### src/hdl/assert_macros.svh
// Assertion macros shared by the page walker modules.
// No dependencies; each module that checks itself includes this file.
`ifndef ASSERT_MACROS_SVH
`define ASSERT_MACROS_SVH

// Checked at every rising edge once reset has been released.
`define FLPW_ASSERT(name, clk, rst, prop, msg) \
  name: assert property (@(posedge clk) disable iff (rst) prop) else $error(msg);

// Checked at every rising edge, reset included.
`define FLPW_ASSERT_ALWAYS(name, clk, prop, msg) \
  name: assert property (@(posedge clk) prop) else $error(msg);

`endif

### src/hdl/flpw_pkg.sv
// Shared types, codes and address masks for the four-level page walker.
// No dependencies; every walker module imports it.
`default_nettype none

package flpw_pkg;

  localparam int PHYS_BITS   = 36;
  localparam int INDEX_BITS  = 9;
  localparam int ADDR_BITS   = 52;
  localparam int VA_BITS     = 48;
  localparam int ENTRY_BITS  = 64;
  localparam int OFFSET_BITS = 30;

  localparam logic [ADDR_BITS-1:0] PHYS_MASK =
    (ADDR_BITS'(1) << PHYS_BITS) - ADDR_BITS'(1);
  localparam logic [ADDR_BITS-1:0] FRAME_4K_MASK = PHYS_MASK & ~ADDR_BITS'('hfff);
  localparam logic [ADDR_BITS-1:0] FRAME_2M_MASK = PHYS_MASK & ~ADDR_BITS'('h1fffff);

  // Entry flag positions.
  localparam int PRESENT_BIT = 0;
  localparam int LARGE_BIT   = 7;

  // Input item kinds.
  localparam logic KIND_REQUEST  = 1'b0;
  localparam logic KIND_RESPONSE = 1'b1;

  // Result kinds.
  localparam logic RESULT_READ = 1'b0;
  localparam logic RESULT_DONE = 1'b1;

  // Page size codes.
  localparam logic [1:0] PS_4K = 2'd0;
  localparam logic [1:0] PS_2M = 2'd1;
  localparam logic [1:0] PS_1G = 2'd2;

  typedef enum logic [1:0] {
    OP_READ,
    OP_DONE,
    OP_FAULT
  } op_t;

  // One queued result: the back end adds base and offset and formats it.
  typedef struct packed {
    op_t                    op;
    logic [ADDR_BITS-1:0]   base;
    logic [OFFSET_BITS-1:0] offset;
    logic [1:0]             size_code;
  } cmd_t;

  typedef struct packed {
    logic push;
    cmd_t cmd;
  } push_t;

endpackage

`default_nettype wire

### src/hdl/four_level_page_walker_top.sv
// Top level of the four-level page walker: front end, command queue and
// back end. Depends on flpw_pkg, flpw_front, flpw_queue and flpw_back.
//
// Usage: one input channel (item_valid/item_ready) carries translate
// requests (kind 0: table_base, virtual_address) and memory responses
// (kind 1: entry_data, read_error). One output channel (result_valid/
// result_ready) carries entry read requests and finished translations.
// Each request yields a read of the top-level entry; each response during
// a walk yields the next read or the final address or fault. A response
// while no walk is active is taken and dropped.
// A command is written into the queue at its item beat and is moved into the
// back-end output register whenever that register is empty or being taken.
// Throughput: one item per cycle while item_ready is high; the front end
// updates the walk state at each item beat, so items may follow back to back.
// Reset clears the walk state and empties the queue and output register.
// When the receiver stalls, up to two results wait in the queue beside the
// held output beat, after which item_ready falls until a beat is taken.
`default_nettype none

module four_level_page_walker_top import flpw_pkg::*; (
  input  wire logic                  clk,
  input  wire logic                  rst,
  input  wire logic                  item_valid,
  output logic                       item_ready,
  input  wire logic                  kind,
  input  wire logic [ADDR_BITS-1:0]  table_base,
  input  wire logic [VA_BITS-1:0]    virtual_address,
  input  wire logic [ENTRY_BITS-1:0] entry_data,
  input  wire logic                  read_error,
  output logic                       result_valid,
  input  wire logic                  result_ready,
  output logic                       result_kind,
  output logic [ADDR_BITS-1:0]       read_address,
  output logic [ADDR_BITS-1:0]       translated_address,
  output logic                       fault,
  output logic [1:0]                 size_code
);

  push_t queue_push;
  logic  queue_full;
  logic  queue_not_empty;
  logic  queue_pop;
  cmd_t  queue_head;

  flpw_front u_front (
    .clk             (clk),
    .rst             (rst),
    .item_valid      (item_valid),
    .item_ready      (item_ready),
    .kind            (kind),
    .table_base      (table_base),
    .virtual_address (virtual_address),
    .entry_data      (entry_data),
    .read_error      (read_error),
    .queue_full      (queue_full),
    .queue_push      (queue_push)
  );

  flpw_queue u_queue (
    .clk        (clk),
    .rst        (rst),
    .queue_push (queue_push),
    .full       (queue_full),
    .not_empty  (queue_not_empty),
    .pop        (queue_pop),
    .head       (queue_head)
  );

  flpw_back u_back (
    .clk                (clk),
    .rst                (rst),
    .not_empty          (queue_not_empty),
    .head               (queue_head),
    .pop                (queue_pop),
    .result_valid       (result_valid),
    .result_ready       (result_ready),
    .result_kind        (result_kind),
    .read_address       (read_address),
    .translated_address (translated_address),
    .fault              (fault),
    .size_code          (size_code)
  );

endmodule

`default_nettype wire

### src/hdl/flpw_front.sv
// Front end of the page walker: accepts items, keeps the walk state and
// classifies each item into a queued command. Depends on flpw_pkg.
`default_nettype none
`include "assert_macros.svh"

module flpw_front import flpw_pkg::*; (
  input  wire logic                  clk,
  input  wire logic                  rst,
  input  wire logic                  item_valid,
  output logic                       item_ready,
  input  wire logic                  kind,
  input  wire logic [ADDR_BITS-1:0]  table_base,
  input  wire logic [VA_BITS-1:0]    virtual_address,
  input  wire logic [ENTRY_BITS-1:0] entry_data,
  input  wire logic                  read_error,
  input  wire logic                  queue_full,
  output push_t                      queue_push
);

  logic               busy, busy_next;
  logic [1:0]         level, level_next;
  logic [VA_BITS-1:0] held, held_next;

  logic [ENTRY_BITS-1:0] entry;
  logic [1:0]            next_level;
  logic [INDEX_BITS-1:0] next_index;
  logic [ADDR_BITS-1:0]  frame;

  assign item_ready = !queue_full;

  always_comb begin
    next_level = level + 2'd1;
    case (next_level)
      2'd1:    next_index = held[38:30];
      2'd2:    next_index = held[29:21];
      2'd3:    next_index = held[20:12];
      default: next_index = held[47:39];
    endcase
  end

  always_comb begin
    // A failed read counts as an all-zero entry, which is never present.
    entry = read_error ? '0 : entry_data;
    frame = entry[ADDR_BITS-1:0] & FRAME_4K_MASK;
    busy_next = busy;
    level_next = level;
    held_next = held;
    queue_push.push = 1'b0;
    queue_push.cmd.op = OP_READ;
    queue_push.cmd.base = '0;
    queue_push.cmd.offset = '0;
    queue_push.cmd.size_code = PS_4K;
    if (item_valid && item_ready) begin
      if (kind == KIND_REQUEST) begin
        // A new request abandons any walk in progress.
        busy_next = 1'b1;
        level_next = 2'd0;
        held_next = virtual_address;
        queue_push.push = 1'b1;
        queue_push.cmd.base = {table_base[ADDR_BITS-1:4], 4'b0};
        queue_push.cmd.offset = OFFSET_BITS'({virtual_address[47:39], 3'b0});
      end else if (busy) begin
        queue_push.push = 1'b1;
        if (!entry[PRESENT_BIT]) begin
          busy_next = 1'b0;
          level_next = 2'd0;
          queue_push.cmd.op = OP_FAULT;
        end else if (level == 2'd1 && entry[LARGE_BIT]) begin
          busy_next = 1'b0;
          level_next = 2'd0;
          queue_push.cmd.op = OP_DONE;
          queue_push.cmd.base = {entry[ADDR_BITS-1:30], 30'b0};
          queue_push.cmd.offset = held[29:0];
          queue_push.cmd.size_code = PS_1G;
        end else if (level == 2'd2 && entry[LARGE_BIT]) begin
          busy_next = 1'b0;
          level_next = 2'd0;
          queue_push.cmd.op = OP_DONE;
          queue_push.cmd.base = entry[ADDR_BITS-1:0] & FRAME_2M_MASK;
          queue_push.cmd.offset = OFFSET_BITS'(held[20:0]);
          queue_push.cmd.size_code = PS_2M;
        end else if (level == 2'd3) begin
          busy_next = 1'b0;
          level_next = 2'd0;
          if (frame == '0) begin
            queue_push.cmd.op = OP_FAULT;
          end else begin
            queue_push.cmd.op = OP_DONE;
            queue_push.cmd.base = frame;
            queue_push.cmd.offset = OFFSET_BITS'(held[11:0]);
          end
        end else begin
          level_next = next_level;
          queue_push.cmd.base = frame;
          queue_push.cmd.offset = OFFSET_BITS'({next_index, 3'b0});
        end
      end
    end
  end

  always_ff @(posedge clk) begin
    if (rst) begin
      busy <= 1'b0;
      level <= 2'd0;
      held <= '0;
    end else begin
      busy <= busy_next;
      level <= level_next;
      held <= held_next;
    end
  end

  `FLPW_ASSERT(a_idle_level_zero, clk, rst, !busy |-> level == 2'd0, "walk level set while idle")
  `FLPW_ASSERT(a_no_push_when_full, clk, rst, queue_full |-> !queue_push.push, "push into full queue")

endmodule

`default_nettype wire

### src/hdl/flpw_queue.sv
// Two-entry command queue between the walker front and back ends.
// Depends on flpw_pkg for the command type.
`default_nettype none
`include "assert_macros.svh"

module flpw_queue import flpw_pkg::*; (
  input  wire logic  clk,
  input  wire logic  rst,
  input  wire push_t queue_push,
  output logic       full,
  output logic       not_empty,
  input  wire logic  pop,
  output cmd_t       head
);

  cmd_t       slots [2];
  logic       wr_ptr, rd_ptr;
  logic [1:0] count;
  logic       do_push, do_pop;

  assign full = (count == 2'd2);
  assign not_empty = (count != 2'd0);
  assign do_push = queue_push.push && !full;
  assign do_pop = pop && not_empty;
  assign head = slots[rd_ptr];

  always_ff @(posedge clk) begin
    if (do_push) begin
      slots[wr_ptr] <= queue_push.cmd;
    end
  end

  always_ff @(posedge clk) begin
    if (rst) begin
      wr_ptr <= 1'b0;
      rd_ptr <= 1'b0;
      count <= 2'd0;
    end else begin
      if (do_push) wr_ptr <= !wr_ptr;
      if (do_pop) rd_ptr <= !rd_ptr;
      count <= count + {1'b0, do_push} - {1'b0, do_pop};
    end
  end

  `FLPW_ASSERT(a_count_range, clk, rst, count != 2'd3, "queue count out of range")

endmodule

`default_nettype wire

### src/hdl/flpw_back.sv
// Back end of the page walker: takes queued commands, forms the address
// and holds the result in the output register. Depends on flpw_pkg.
`default_nettype none
`include "assert_macros.svh"

module flpw_back import flpw_pkg::*; (
  input  wire logic                 clk,
  input  wire logic                 rst,
  input  wire logic                 not_empty,
  input  wire cmd_t                 head,
  output logic                      pop,
  output logic                      result_valid,
  input  wire logic                 result_ready,
  output logic                      result_kind,
  output logic [ADDR_BITS-1:0]      read_address,
  output logic [ADDR_BITS-1:0]      translated_address,
  output logic                      fault,
  output logic [1:0]                size_code
);

  logic [ADDR_BITS-1:0] sum;

  assign pop = not_empty && (!result_valid || result_ready);
  assign sum = head.base + ADDR_BITS'(head.offset);

  always_ff @(posedge clk) begin
    if (rst) begin
      result_valid <= 1'b0;
    end else if (pop) begin
      result_valid <= 1'b1;
    end else if (result_ready) begin
      result_valid <= 1'b0;
    end
  end

  always_ff @(posedge clk) begin
    if (pop) begin
      case (head.op)
        OP_READ: begin
          result_kind <= RESULT_READ;
          read_address <= sum;
          translated_address <= '0;
          fault <= 1'b0;
          size_code <= PS_4K;
        end
        OP_DONE: begin
          result_kind <= RESULT_DONE;
          read_address <= '0;
          translated_address <= sum;
          fault <= 1'b0;
          size_code <= head.size_code;
        end
        default: begin
          result_kind <= RESULT_DONE;
          read_address <= '0;
          translated_address <= '0;
          fault <= 1'b1;
          size_code <= PS_4K;
        end
      endcase
    end
  end

  `FLPW_ASSERT(a_fault_clean, clk, rst,
    result_valid && fault |-> result_kind == RESULT_DONE && translated_address == '0,
    "fault result carries an address")

endmodule

`default_nettype wire

### config.mk
export PLATFORM = sky130hd
export DESIGN_NAME = four_level_page_walker_top
export DESIGN_NICKNAME = d
export VERILOG_FILES = /design/src/hdl/flpw_pkg.sv /design/src/hdl/four_level_page_walker_top.sv /design/src/hdl/flpw_front.sv /design/src/hdl/flpw_queue.sv /design/src/hdl/flpw_back.sv
export VERILOG_INCLUDE_DIRS = /design/src /design/src/hdl
export SDC_FILE = /design/constraint.sdc
export NUM_CORES = 1
export LEC_CHECK = 0
export ABC_AREA = 1
export BUFFER_PORTS_ARGS = -buffer_cell sky130_fd_sc_hd__buf_4
export CORE_MARGIN = 1
export CORE_UTILIZATION = 45
export DETAILED_ROUTE_END_ITERATION = 8
export PLACE_DENSITY = 0.65
export SLEW_MARGIN = 30
export SYNTH_ARGS = -nofsm -noshare
export SYNTH_HDL_FRONTEND = slang
export SYNTH_SLANG_ARGS = --single-unit
### constraint.sdc
create_clock -name clk -period 18.8 [get_ports clk]
set_input_delay 3.76 -clock clk [delete_from_list [all_inputs] [get_ports clk]]
set_output_delay 3.76 -clock clk [all_outputs]
set_load 0.1 [all_outputs]
==> impl_results.md, run 1 <==
* Filler cell count in the final layout at ~3100
* Routability-driven placement congestion ratio at just over 0.9
* Avg Vias per Cell at slightly below 5
* Routed met3 length at roughly 2.4 mm
* Number of H-tree levels at 1
* Part of the Yosys area used for sequential elements at 0.584
* Starting DRC count in detailed routing at ~840
* Layout cell share with drive strength beyond 1 at 0.182
* Maximum cell stage delay along the critical path at approximately 0.55 ns
* Hold buffer count at CTS at 0
* Avg Inst Size Synth at ~9.1 µm²
* Area Growth Syn to Fin at 21.6%
* Die W at 188 µm
* HPWL Detailed at ~28 mm
* Total CTS buffers at 31
* Multiplexer fraction of the synthesized cell area at 0.00384
* Largest cells by area after synthesis: sky130_fd_sc_hd__edfxtp_1 52%, sky130_fd_sc_hd__nand2_1 13%, sky130_fd_sc_hd__dfxtp_1 6.2%
* Max Clock Freq at 0.180 GHz
* Hold crit path type: flop to flop
* Util after Layout at 0.561
* Antenna diode instance count at 0
* Gate Count Post-Synth at between 1500 and 2000
* Startpoint class of the critical path: input port
* Placed standard-cell area at 0.0179 mm²
* # Max-Cap Violations at 0
* Metal2 WL at approximately 17 mm
* Largest driver fanout on the critical path at between 60 and 70
* Finish-stage setup viols at 0
* Worst-margin pin slew at slightly above 1 ns
* Part of the power in registers at 0.292
* CTS tree: yes
* Most repeated library cell on the critical path: sky130_fd_sc_hd__buf_4
* Post-Synth Adder-Cell Area at 0.0277
* Leading area contributor after synthesis: sky130_fd_sc_hd__edfxtp_1
* Number of antenna violations at the first check in global routing at 0
* Area share of the largest cell type after synthesis at 0.523
* Finished Cell Area at 0.0190 mm²
* Syn_nets at between 1500 and 2000
* Std-Cell Rows at 67
* Data required time at the worst endpoint at between 15 and 20 ns
* Clock root buffer: sky130_fd_sc_hd__clkbuf_16
* Routed WL at ~38 mm
* GRT Overall Usage at 0.213
* Top routing layer in use: met4
* Dominant synthesized flop cell: sky130_fd_sc_hd__edfxtp_1
* Crit Path Class: input port to flop
* Clock Path Buffers at 3
* Number of cells traversed by the worst register-to-register path at 17
* Post-layout nets at about 2200
* Floorplan die area at ~0.035 mm²
* DR DRC count at 0
* Static Leakage at about 0.0083 µW
* Relative slew margins at 0.317
* Routed met1 length at between 15 and 20 mm
* Hold depth at 1
* Max rail drop VDD at 0.182 mV
* Standard cell core area at about 0.034 mm²
* Via count of the first global-routing pass at about 11000
* R2R Setup Slk at 15.15 ns
* Grt total ovfl at 0
* Hold Violations, Final at 0
* First-pass GRT wire length at about 59 mm
* Number of max-slew violations in the final report at 0
* Largest family of logic cells by synthesized area: simple AND/OR/NAND/NOR gates
* Syn. warnings at 0
* Time the final worst path needs with I/O delays and setup at between 5 and 6 ns
* Antenna-violating nets left at 0
* Clock Skew at roughly 0.017 ns
* Distinct cell type count of the synthesized netlist at 40
* Number of enable flip-flop cells after synthesis at about 270
* Part of the power in the clock network at 0.178
* Total of buffers placed on input and output ports at roughly 250
* Number of iterations in the first detailed-routing pass at 5
* Hold_sp: u_queue.rd_ptr
* RSZ-0062 raised after global routing: no
* Clock Sinks at 320
* Area fraction in and, or, nand and nor cells after synthesis at 0.231
* Compound-gate portion of the synthesized area at 0.0734
* Number of top-level design ports at between 200 and 300
* Initial Util at 0.461
* Cell Int Power at between 1500 and 2000 µW
* Sum Neg Setup Slack at 0 ns
* Largest delay contributor family on the critical path: buffers and inverters
* Pin count of the biggest net entering global routing at 84
* Net switching power at around 1800 µW
* Clock edge transition at the registers on the reported setup and hold paths at around 0.06 ns
* Terminus of the critical flop-to-flop path: u_back.translated_address[32]
* Fin crit share at 0.296
* Detail-routed net length per standard cell at roughly 16 µm
* Area share of xor/xnor cells in the synthesized design at 0.0168
* Worst setup EP type: flop
* Number of flip-flops and latches in the synthesized netlist at 320
* WP data arrival at approximately 6.0 ns
* List of cells traversed by the critical path: buf_4, nand2_2, nor2_4, buf_4, inv_1, buf_4, o21ai_0, a21oi_1
* Async set-reset flop share out of synthesis at 0
* Height of the chip at approximately 190 µm
* Power per Cell Area at about 190 mW/mm²
* Later-pin clock latency in the skew report at 0.58 ns
* Slowest cell on the critical path: sky130_fd_sc_hd__nor2_4
* Number of resized instances in the post-cts repair step at 0
* Combinational cell fraction of total power at 0.530
* Count of vias placed by the detailed router at 12000
* Post-synthesis cell area at 0.0156 mm²
* Switching portion of total power at 0.503
* Result of the run: finished, final reports clean
* CP Buf/Inv Count at 4
* Setup bufs post-CTS at 0
-- kinds of logic after synthesis --
kind of cell / after synthesis
and+or+nand+nor: 885
xor gates and xnor gates: 30
buffers and inverters: 247
muxes: 6
AOI/OAI and AO/OA: 200
adders and majority gates: 34
DFF: 320
-- synthesized netlist by cell type, drive strengths merged (5+ instances only) --
master and n:
a21oi 78, a22o 22, buf 22, clkbuf 41, dfxtp 48, edfxtp 272, ha 33, inv 183
mux2i 6, nand2 549, nand3 59, nand4 14, nor2 232, nor3 18, o21ai 82, o21bai 7
o41ai 9, or2 5, xnor2 18, xor2 12
-- layout make-up --
cell class | count | area, µm² | area share
Tap cell | 448 | 561 | 0.0295
Clock buffer | 47 | 932 | 0.0491
Inverter | 184 | 696 | 0.0366
Clock inverter | 11 | 145 | 0.00764
Timing Repair Buffer | 262 | 2000 | 0.105
Sequential cell | 320 | 9130 | 0.481
Multi-Input combinational cell | 1155 | 5540 | 0.292
-- metrics by stage --
| step | setup WS [ns] | hold slack, ns | total power [µW] | instances |
|---|---|---|---|---|
| 3_5_place_dp | 12.63 | 0.446 | 2970 | 2368 |
| 6_report | 13.23 | 0.446 | 3590 | 2427 |
| 3_3_place_gp | 12.67 | 0.439 | 2950 | 2368 |
| 5_1_grt | 13.02 | 0.459 | 3790 | 2427 |
| 2_1_floorplan | 8.91 | 0.426 | 2560 | 1722 |
| 4_1_cts | 13.24 | 0.432 | 3610 | 2426 |
-- power by group through the flow --
stage          clock, µW  sequential (µW)  combinational (µW)
2_1_floorplan          0             1890                 668
6_report             639             1050                1900
4_1_cts              652             1050                1910
3_5_place_dp           0             1070                1900
3_3_place_gp           0             1060                1890
5_1_grt              680             1060                2040
-- flip-flops by register name (all words and copies together) (netlist names), 2 cells and up, named ones only --
register	cells
u_back.translated_address	52
u_front.level	2
u_queue.count	2
u_queue.slots	164
u_front.held	39
u_back.read_address	52
u_back.size_code	2
-- routing by layer --
metal	GRT usage	up-vias
met2	0.332	422
met5	0	-
met1	0.311	5435
li1	-	6109
met3	0.0246	55
met4	0.0636	0
-- cells in the final DEF, fill, tap and decap left out, types with 4 or more instances in the layout --
master,n
sky130_fd_sc_hd__nand4_1,14
sky130_fd_sc_hd__dfxtp_1,47
sky130_fd_sc_hd__clkbuf_16,33
sky130_fd_sc_hd__nor3_1,13
sky130_fd_sc_hd__a21oi_1,78
sky130_fd_sc_hd__nor2_2,11
sky130_fd_sc_hd__mux2i_1,6
sky130_fd_sc_hd__edfxtp_1,272
sky130_fd_sc_hd__o21ai_0,77
sky130_fd_sc_hd__clkbuf_8,5
sky130_fd_sc_hd__inv_2,9
sky130_fd_sc_hd__nor2_1,213
sky130_fd_sc_hd__nand2_2,7
sky130_fd_sc_hd__inv_1,173
sky130_fd_sc_hd__clkinv_1,4
sky130_fd_sc_hd__nand2_1,541
sky130_fd_sc_hd__a22o_1,22
sky130_fd_sc_hd__xnor2_1,18
sky130_fd_sc_hd__buf_4,258
sky130_fd_sc_hd__nor2_4,8
sky130_fd_sc_hd__xor2_1,12
sky130_fd_sc_hd__nor3_2,5
sky130_fd_sc_hd__o41ai_1,9
sky130_fd_sc_hd__ha_1,33
sky130_fd_sc_hd__o21bai_1,7
sky130_fd_sc_hd__nand3_1,57
sky130_fd_sc_hd__clkbuf_1,6
-- how the worst max path moves through the flow --
stage,startpoint,end,slack [ns],depth (start not counted)
2_1_floorplan,result_ready,u_queue.count[1],8.91,8
3_3_place_gp,item_valid,u_queue.slots[1][39],12.67,6
3_5_place_dp,item_valid,u_front.held[28],12.63,8
4_1_cts,item_valid,u_front.held[28],13.24,8
5_1_grt,read_error,u_queue.slots[0][7],13.02,11
6_report,item_valid,u_front.held[28],13.23,8
No activity file was read; power rests on OpenSTA's default activity.
==> run 2: changes to the inputs <==
ABC_AREA = 0   (was 1)
clock period = 5.26 ns   (was 18.8 ns; I/O delays follow)
==> impl_results.md, run 2 <==
* Area Growth Syn to Fin at 22.2% (was 21.6%)
* Maximum cell stage delay along the critical path at 0.93 ns (was 0.55 ns)
* Antenna-violating nets left at 0 (unchanged)
* Height of the chip at 185 µm (was 188 µm)
* Clock root buffer: sky130_fd_sc_hd__clkbuf_16 (unchanged)
* Finish-stage setup viols at 0 (unchanged)
* Syn_nets at 1475 (was 1926)
* R2R Setup Slk at 0.94 ns (was 15.15 ns)
* RSZ-0062 raised after global routing: no (unchanged)
* Hold Violations, Final at 0 (unchanged)
* Max Clock Freq at 0.232 GHz
* Data required time at the worst endpoint at 5.55 ns (was 19.24 ns)
* Crit Path Class: flop to flop (was input port to flop)
* Terminus of the critical flop-to-flop path: u_back.translated_address[51] (was u_back.translated_address[32])
* Max rail drop VDD at 0.495 mV (was 0.182 mV)
* Part of the power in the clock network at 0.183 (was 0.178)
* Largest register FFs at 164 (unchanged)
* Post-synthesis cell area at 0.0151 mm² (was 0.0156 mm²)
* Util after Layout at 0.563 (was 0.561)
* # Max-Cap Violations at 0 (unchanged)
* GRT Overall Usage at 0.216 (was 0.213)
* Clock Path Buffers at 3 (unchanged)
* Largest registers ranked by flip-flop count: u_queue.slots x164, u_back.read_address x52, u_back.translated_address x52 (unchanged)
* Startpoint class of the critical path: flop (was input port)
* First-pass GRT wire length at 56.4 mm (was 58.9 mm)
* Net switching power at 5930 µW (was 1810 µW)
* Total of buffers placed on input and output ports at 253 (unchanged)
* Time the final worst path needs with I/O delays and setup at roughly 4.3 ns
* Number of H-tree levels at 1 (unchanged)
* Syn. warnings at 0 (unchanged)
* Hold_sp: u_front.held[0] (was u_queue.rd_ptr)
* Finished Cell Area at 0.0185 mm² (was 0.0190 mm²)
* Placed standard-cell area at 0.0174 mm² (was 0.0179 mm²)
* Gate Count Post-Synth at 1271 (was 1722)
* CTS tree: yes (unchanged)
* Clock Skew at 0.0103 ns (was 0.0173 ns)
* WP data arrival at 4.60 ns (was 6.01 ns)
* HPWL Detailed at 27.1 mm (was 27.6 mm)
* Most used standard cell by instance count after synthesis: sky130_fd_sc_hd__edfxtp_1 (was sky130_fd_sc_hd__nand2_1)
* Routability-driven placement congestion ratio at 0.881 (was 0.911)
* Initial Util at 0.461 (about the same)
* Clock Sinks at 320 (unchanged)
* Result of the run: finished, final reports clean (unchanged)
* DR DRC count at 0 (unchanged)
* Distinct cell type count of the synthesized netlist at 72 (was 40)
* Detail-routed net length per standard cell at 18.9 µm (was 15.6 µm)
* Avg Inst Size Synth at 11.9 µm² (was 9.07 µm²)
* Part of the power in registers at 0.306 (was 0.292)
* Layout cell share with drive strength beyond 1 at 0.260 (was 0.182)
* Pin count of the biggest net entering global routing at 97 (was 84)
* Number of cells traversed by the worst register-to-register path at 10 (was 17)
* Leading area contributor after synthesis: sky130_fd_sc_hd__edfxtp_1 (unchanged)
* Number of iterations in the first detailed-routing pass at 7 (was 5)
* Number of resized instances in the post-cts repair step at 0 (unchanged)
* List of most frequent post-synthesis cells: 272 x sky130_fd_sc_hd__edfxtp_1, 169 x sky130_fd_sc_hd__nand2_1, 115 x sky130_fd_sc_hd__nor2_1 (was 542 x sky130_fd_sc_hd__nand2_1, 272 x sky130_fd_sc_hd__edfxtp_1, 216 x sky130_fd_sc_hd__nor2_1)
* Starting DRC count in detailed routing at 789 (was 837)
* Via count of the first global-routing pass at 9905 (was 11200)
* Dominant synthesized flop cell: sky130_fd_sc_hd__edfxtp_1 (unchanged)
* Hold depth at 2 (was 1)
* Later-pin clock latency in the skew report at 0.57 ns (was 0.58 ns)
* Post-layout nets at 1703 (was 2158)
* Count of vias placed by the detailed router at 10600 (was 12000)
* Most common cell after layout, fill and taps aside: sky130_fd_sc_hd__edfxtp_1 (was sky130_fd_sc_hd__nand2_1)
* Minimum setup slack after placement at 1.02 ns (was 12.63 ns)
* Worst-margin pin slew at 0.907 ns (was 1.01 ns)
* Hold buffer count at CTS at 0 (unchanged)
* List of cells traversed by the critical path: mux2i_1, inv_1, ha_1, a211oi_1, o21ai_1, o21ai_0, o21ai_0, a21oi_1, o41ai_2, mux2i_1 (was buf_4, nand2_2, nor2_4, buf_4, inv_1, buf_4, o21ai_0, a21oi_1)
* Sum Neg Setup Slack at 0 ns (unchanged)
* Worst setup EP type: flop (unchanged)
* Routed WL at 37.1 mm (was 37.9 mm)
* Largest cells by area after synthesis: sky130_fd_sc_hd__edfxtp_1 54%, sky130_fd_sc_hd__dfxtp_1 6.3%, sky130_fd_sc_hd__mux2_2 4.3% (was sky130_fd_sc_hd__edfxtp_1 52%, sky130_fd_sc_hd__nand2_1 13%, sky130_fd_sc_hd__dfxtp_1 6.2%)
* Largest register by flop count: u_queue.slots (unchanged)
* Total CTS buffers at 31 (unchanged)
* Relative slew margins at 0.395 (was 0.317)
* Combinational cell fraction of total power at 0.511 (was 0.530)
* Switching portion of total power at 0.481 (was 0.503)
* Power per Cell Area at 667 mW/mm² (was 189 mW/mm²)
* Commonest cells after routing, fill and taps aside: 272 x sky130_fd_sc_hd__edfxtp_1, 264 x sky130_fd_sc_hd__buf_4, 169 x sky130_fd_sc_hd__nand2_1 (was 541 x sky130_fd_sc_hd__nand2_1, 272 x sky130_fd_sc_hd__edfxtp_1, 258 x sky130_fd_sc_hd__buf_4)
* Hold crit path type: flop to flop (unchanged)
* Async set-reset flop share out of synthesis at 0 (unchanged)
* Part of the Yosys area used for sequential elements at 0.603 (was 0.584)
* Area share of the largest cell type after synthesis at 0.539 (was 0.523)
* Cell Int Power at 6410 µW (was 1790 µW)
* Largest driver fanout on the critical path at 64 (was 67)
* Avg Vias per Cell at 5.38 (was 4.95)
* Number of antenna violations at the first check in global routing at 0 (unchanged)
* Number of max-slew violations in the final report at 0 (unchanged)
* Floorplan die area at 0.0344 mm² (was 0.0355 mm²)
* Static Leakage at 0.00697 µW (was 0.00829 µW)
* Endpoint with the worst hold slack: u_front.held[0]
* Number of flip-flops and latches in the synthesized netlist at 320 (unchanged)
* Standard cell core area at 0.0329 mm² (was 0.0339 mm²)
* Number of enable flip-flop cells after synthesis at 272 (unchanged)
* Slowest cell on the critical path: sky130_fd_sc_hd__dfxtp_4 (was sky130_fd_sc_hd__nor2_4)
* Die W at 185 µm (was 188 µm)
* Grt total ovfl at 0 (unchanged)
* Total Power Consumption at 12300 µW (was 3590 µW)
* Number of top-level design ports at 280 (unchanged)
* Worst setup slack after layout at 0.943 ns (was 13.23 ns)
* Fin crit share at 0.821
* Setup bufs post-CTS at 0 (unchanged)
* Clock edge transition at the registers on the reported setup and hold paths at 0.06 ns (about the same)
* Std-Cell Rows at 66 (was 67)
[run 2: worst max path at each step]
stage / startpoint / endpoint / slack, ns
global route: flop / u_back.translated_address[51] / 0.64
global placement: flop / u_back.read_address[51] / 1.05
floorplan: u_queue.count[0] / u_queue.slots[0][0] / -0.21
CTS: flop / u_back.translated_address[51] / 1.02
finish: flop / u_back.translated_address[51] / 0.94
detailed placement: flop / u_back.translated_address[51] / 1.02
[run 2: power groups by stage]
| stage | clock (µW) | sequential (µW) | combinational (µW) |
|---|---|---|---|
| detailed placement | 0 | 3840 | 6290 |
| global placement | 0 | 3830 | 6260 |
| CTS | 2300 | 3790 | 6310 |
| global route | 2410 | 3840 | 6690 |
| floorplan | 0 | 6450 | 2300 |
| finish | 2250 | 3780 | 6310 |
[run 2: area by class of cell]
cell class	instances	area [µm²]
multi-input combinational	854	5650
sequential	320	9130
timing repair buffer	267	2040
fill	2806	14400
tap	442	553
antenna	1	2.50
clock inverter	23	250
inverter	25	93.8
clock buffer	35	791
[run 2: logic make-up after synthesis]
logic type      count (synthesis)  share of synthesized area
simple gates                  425                      0.132
compound gates                260                      0.119
mux                           101                     0.0715
fa+ha+maj                      34                     0.0286
buf+inv                        97                     0.0268
xor+xnor                       34                     0.0197
flops                         320                      0.603
[run 2: metal layers]
metal | vias up | global-route usage | share of wire
met1 | 5053 | 0.325 | 0.48
met5 | - | 0 | 0
met3 | 51 | 0.0311 | 0.054
li1 | 5169 | - | -
met4 | 0 | 0.0671 | 0.025
met2 | 307 | 0.320 | 0.44
[run 2: critical path, delay by kind of cell, from the launching register on]
| kind | cells | cell delay [ns] |
|---|---|---|
| fa+ha+maj | 1 | 0.31 |
| compound gates | 6 | 1.94 |
| buf+inv | 1 | 0.09 |
| mux | 2 | 0.72 |
| flops | 1 | 0.93 |
[run 2: per-stage QoR]
| stage | hold WS [ns] | std cells |
|---|---|---|
| final | 0.453 | 1967 |
| after global routing | 0.476 | 1966 |
| after CTS | 0.453 | 1965 |
| after detailed placement | 0.444 | 1907 |
| after global placement | 0.440 | 1906 |
| after floorplan | 0.432 | 1271 |
==> run 3: changes to the inputs <==
ABC_AREA = 1   (was 0)
clock period = 4.1 ns   (was 5.26 ns; I/O delays follow)
==> impl_results.md, run 3 (same netlist as run 1, synthesis figures left out) <==
* Startpoint class of the critical path: flop (unchanged)
* Worst-margin pin slew at 0.924 ns (was 0.907 ns)
* Layout cell share with drive strength beyond 1 at 0.184 (was 0.260)
* Later-pin clock latency in the skew report at 0.55 ns (was 0.57 ns)
* Clock Skew at 0.00857 ns (was 0.0103 ns)
* Largest register FFs at 164 (unchanged)
* Hold Violations, Final at 0 (unchanged)
* Floorplan die area at 0.0355 mm² (was 0.0344 mm²)
* Worst setup slack after layout at 0.991 ns (was 0.943 ns)
* List of cells traversed by the critical path: inv_6, nand2_1, nand2_1, ha_1, inv_1, fa_1, inv_1, nand3_1, nand2_1, nand2_1, nand2_1, nand2_1, nand2_1, nand2_1, nand2_1, xor2_1, nor2_1 (was mux2i_1, inv_1, ha_1, a211oi_1, o21ai_1, o21ai_0, o21ai_0, a21oi_1, o41ai_2, mux2i_1)
* RSZ-0062 raised after global routing: no (unchanged)
* Largest driver fanout on the critical path at 27 (was 64)
* Clock root buffer: sky130_fd_sc_hd__clkbuf_16 (unchanged)
* Clock Sinks at 320 (unchanged)
* Post-layout nets at 2162 (was 1703)
* Setup bufs post-CTS at 0 (unchanged)
* Number of cells traversed by the worst register-to-register path at 17 (was 10)
* Hold depth at 1 (was 2)
* Routability-driven placement congestion ratio at 0.948 (was 0.881)
* Most repeated library cell on the critical path: sky130_fd_sc_hd__nand2_1
* Maximum cell stage delay along the critical path at 0.46 ns (was 0.93 ns)
* Grt total ovfl at 0 (unchanged)
* Data required time at the worst endpoint at 4.38 ns (was 5.55 ns)
* Std-Cell Rows at 67 (was 66)
* CP Buf/Inv Count at 3 (was 1)
* GRT Overall Usage at 0.209 (was 0.216)
* Count of vias placed by the detailed router at 12100 (was 10600)
* Worst setup EP type: flop (unchanged)
* Largest registers ranked by flip-flop count: u_queue.slots x164, u_back.read_address x52, u_back.translated_address x52 (unchanged)
* Hold buffer count at CTS at 0 (unchanged)
* Total of buffers placed on input and output ports at 253 (unchanged)
* Time the final worst path needs with I/O delays and setup at 3.11 ns (was 4.32 ns)
* Power per Cell Area at 865 mW/mm² (was 667 mW/mm²)
* Relative slew margins at 0.376 (was 0.395)
* Clock Path Buffers at 3 (unchanged)
* Slowest cell on the critical path: sky130_fd_sc_hd__fa_1 (was sky130_fd_sc_hd__dfxtp_4)
* # Max-Cap Violations at 0 (unchanged)
* Number of max-slew violations in the final report at 0 (unchanged)
* Count of non-filler cells in the finished layout at 2431 (was 1967)
* Largest register by flop count: u_queue.slots (unchanged)
* Finish-stage setup viols at 0 (unchanged)
* Number of top-level design ports at 280 (unchanged)
* Max Clock Freq at 0.322 GHz (was 0.232 GHz)
* CTS tree: yes (unchanged)
* R2R Setup Slk at 0.99 ns (was 0.94 ns)
* Sum Neg Setup Slack at 0 ns (unchanged)
* WP data arrival at 3.39 ns (was 4.60 ns)
* Most common cell after layout, fill and taps aside: sky130_fd_sc_hd__nand2_1 (was sky130_fd_sc_hd__edfxtp_1)
* HPWL Detailed at 27.5 mm (was 27.1 mm)
* Hold_sp: u_queue.rd_ptr (was u_front.held[0])
* Largest delay contributor family on the critical path: simple AND/OR/NAND/NOR gates (was compound AO/OA/AOI/OAI gates)
* Via count of the first global-routing pass at 11400 (was 9905)
* Initial Util at 0.461 (about the same)
* Total CTS buffers at 31 (unchanged)
* Number of H-tree levels at 1 (unchanged)
* Static Leakage at 0.00828 µW (was 0.00697 µW)
* DR DRC count at 0 (unchanged)
* Height of the chip at 188 µm (was 185 µm)
* Terminus of the critical flop-to-flop path: u_back.translated_address[32] (was u_back.translated_address[51])
* Starting DRC count in detailed routing at 806 (was 789)
* Antenna-violating nets left at 0 (unchanged)
* Clock edge transition at the registers on the reported setup and hold paths at 0.06 ns (about the same)
* Crit Path Class: flop to flop (unchanged)
* First-pass GRT wire length at 58.4 mm (was 56.4 mm)
* Minimum setup slack after placement at 0.961 ns (was 1.02 ns)
* Pin count of the biggest net entering global routing at 113 (was 97)
* Detail-routed net length per standard cell at 15.5 µm (was 18.9 µm)
* Fin crit share at 0.758 (was 0.821)
* Routed WL at 37.6 mm (was 37.1 mm)
* Commonest cells after routing, fill and taps aside: 541 x sky130_fd_sc_hd__nand2_1, 272 x sky130_fd_sc_hd__edfxtp_1, 262 x sky130_fd_sc_hd__buf_4 (was 272 x sky130_fd_sc_hd__edfxtp_1, 264 x sky130_fd_sc_hd__buf_4, 169 x sky130_fd_sc_hd__nand2_1)
* Total placed cells including tap cells at 2373 (was 1907)
* Avg Vias per Cell at 4.96 (was 5.38)
* Hold crit path type: flop to flop (unchanged)
* Standard cell core area at 0.0339 mm² (was 0.0329 mm²)
* Number of iterations in the first detailed-routing pass at 5 (was 7)
* Area Growth Syn to Fin at 21.8% (was 22.2%)
* Die W at 188 µm (was 185 µm)
* Max rail drop VDD at 0.858 mV (was 0.495 mV)
* Antenna diode instance count at 0 (was 1)
* Number of resized instances in the post-cts repair step at 0 (unchanged)
* Result of the run: finished, final reports clean (unchanged)
* Number of antenna violations at the first check in global routing at 0 (unchanged)
-- run 3: routing by layer --
layer,GRT usage,routed length (µm),vias to the layer above,part of all wire
met5,0,0,-,0
met4,0.0648,992,0,0.026
met3,0.0333,2730,79,0.073
met2,0.320,16100,425,0.43
met1,0.305,17700,5429,0.47
li1,-,-,6120,-
-- run 3: final cells by class --
class                      count  area, µm²
multi-input combinational   1155       5550
clock buffer                  39        816
inverter                     184        696
fill                        3029      14800
tap                          448        561
clock inverter                19        231
timing repair buffer         266       2050
sequential                   320       9130
-- run 3: metrics by stage --
step,util,hold slack (ns),cell area (µm²),total power [µW]
global route,0.562,0.454,19000,17300
floorplan,-,0.426,15600,11700
detailed placement,0.531,0.438,18000,13600
finish,0.562,0.446,19000,16500
global placement,0.531,0.432,18000,13600
CTS,0.561,0.446,19000,16500
-- run 3: worst max path at each step --
stage / end / slack (ns) / depth (start not counted)
finish: u_back.translated_address[32] / 0.99 / 17
global placement: u_queue.slots[0][5] / 1.02 / 11
CTS: u_back.translated_address[32] / 0.99 / 17
detailed placement: u_queue.slots[1][5] / 0.96 / 11
global route: u_back.translated_address[32] / 0.69 / 17
floorplan: u_queue.slots[1][0] / -0.1 / 6
-- run 3: worst register-to-register path: stages, from the launching register on --
cell	delay (ns)
sky130_fd_sc_hd__dfxtp_2	0.40
sky130_fd_sc_hd__inv_6	0.20
sky130_fd_sc_hd__nand2_1	0.08
sky130_fd_sc_hd__nand2_1	0.07
sky130_fd_sc_hd__ha_1	0.21
sky130_fd_sc_hd__inv_1	0.08
sky130_fd_sc_hd__fa_1	0.46
sky130_fd_sc_hd__inv_1	0.10
sky130_fd_sc_hd__nand3_1	0.07
sky130_fd_sc_hd__nand2_1	0.14
sky130_fd_sc_hd__nand2_1	0.07
sky130_fd_sc_hd__nand2_1	0.12
sky130_fd_sc_hd__nand2_1	0.06
sky130_fd_sc_hd__nand2_1	0.20
sky130_fd_sc_hd__nand2_1	0.08
sky130_fd_sc_hd__nand2_1	0.12
sky130_fd_sc_hd__xor2_1	0.29
sky130_fd_sc_hd__nor2_1	0.07
-- run 3: power breakdown --
group          internal, µW  switching, µW  leakage, µW
logic                  1890           6880      0.00475
clock network          1720           1180     0.000497
registers              4550            238      0.00302
total                  8170           8290      0.00828
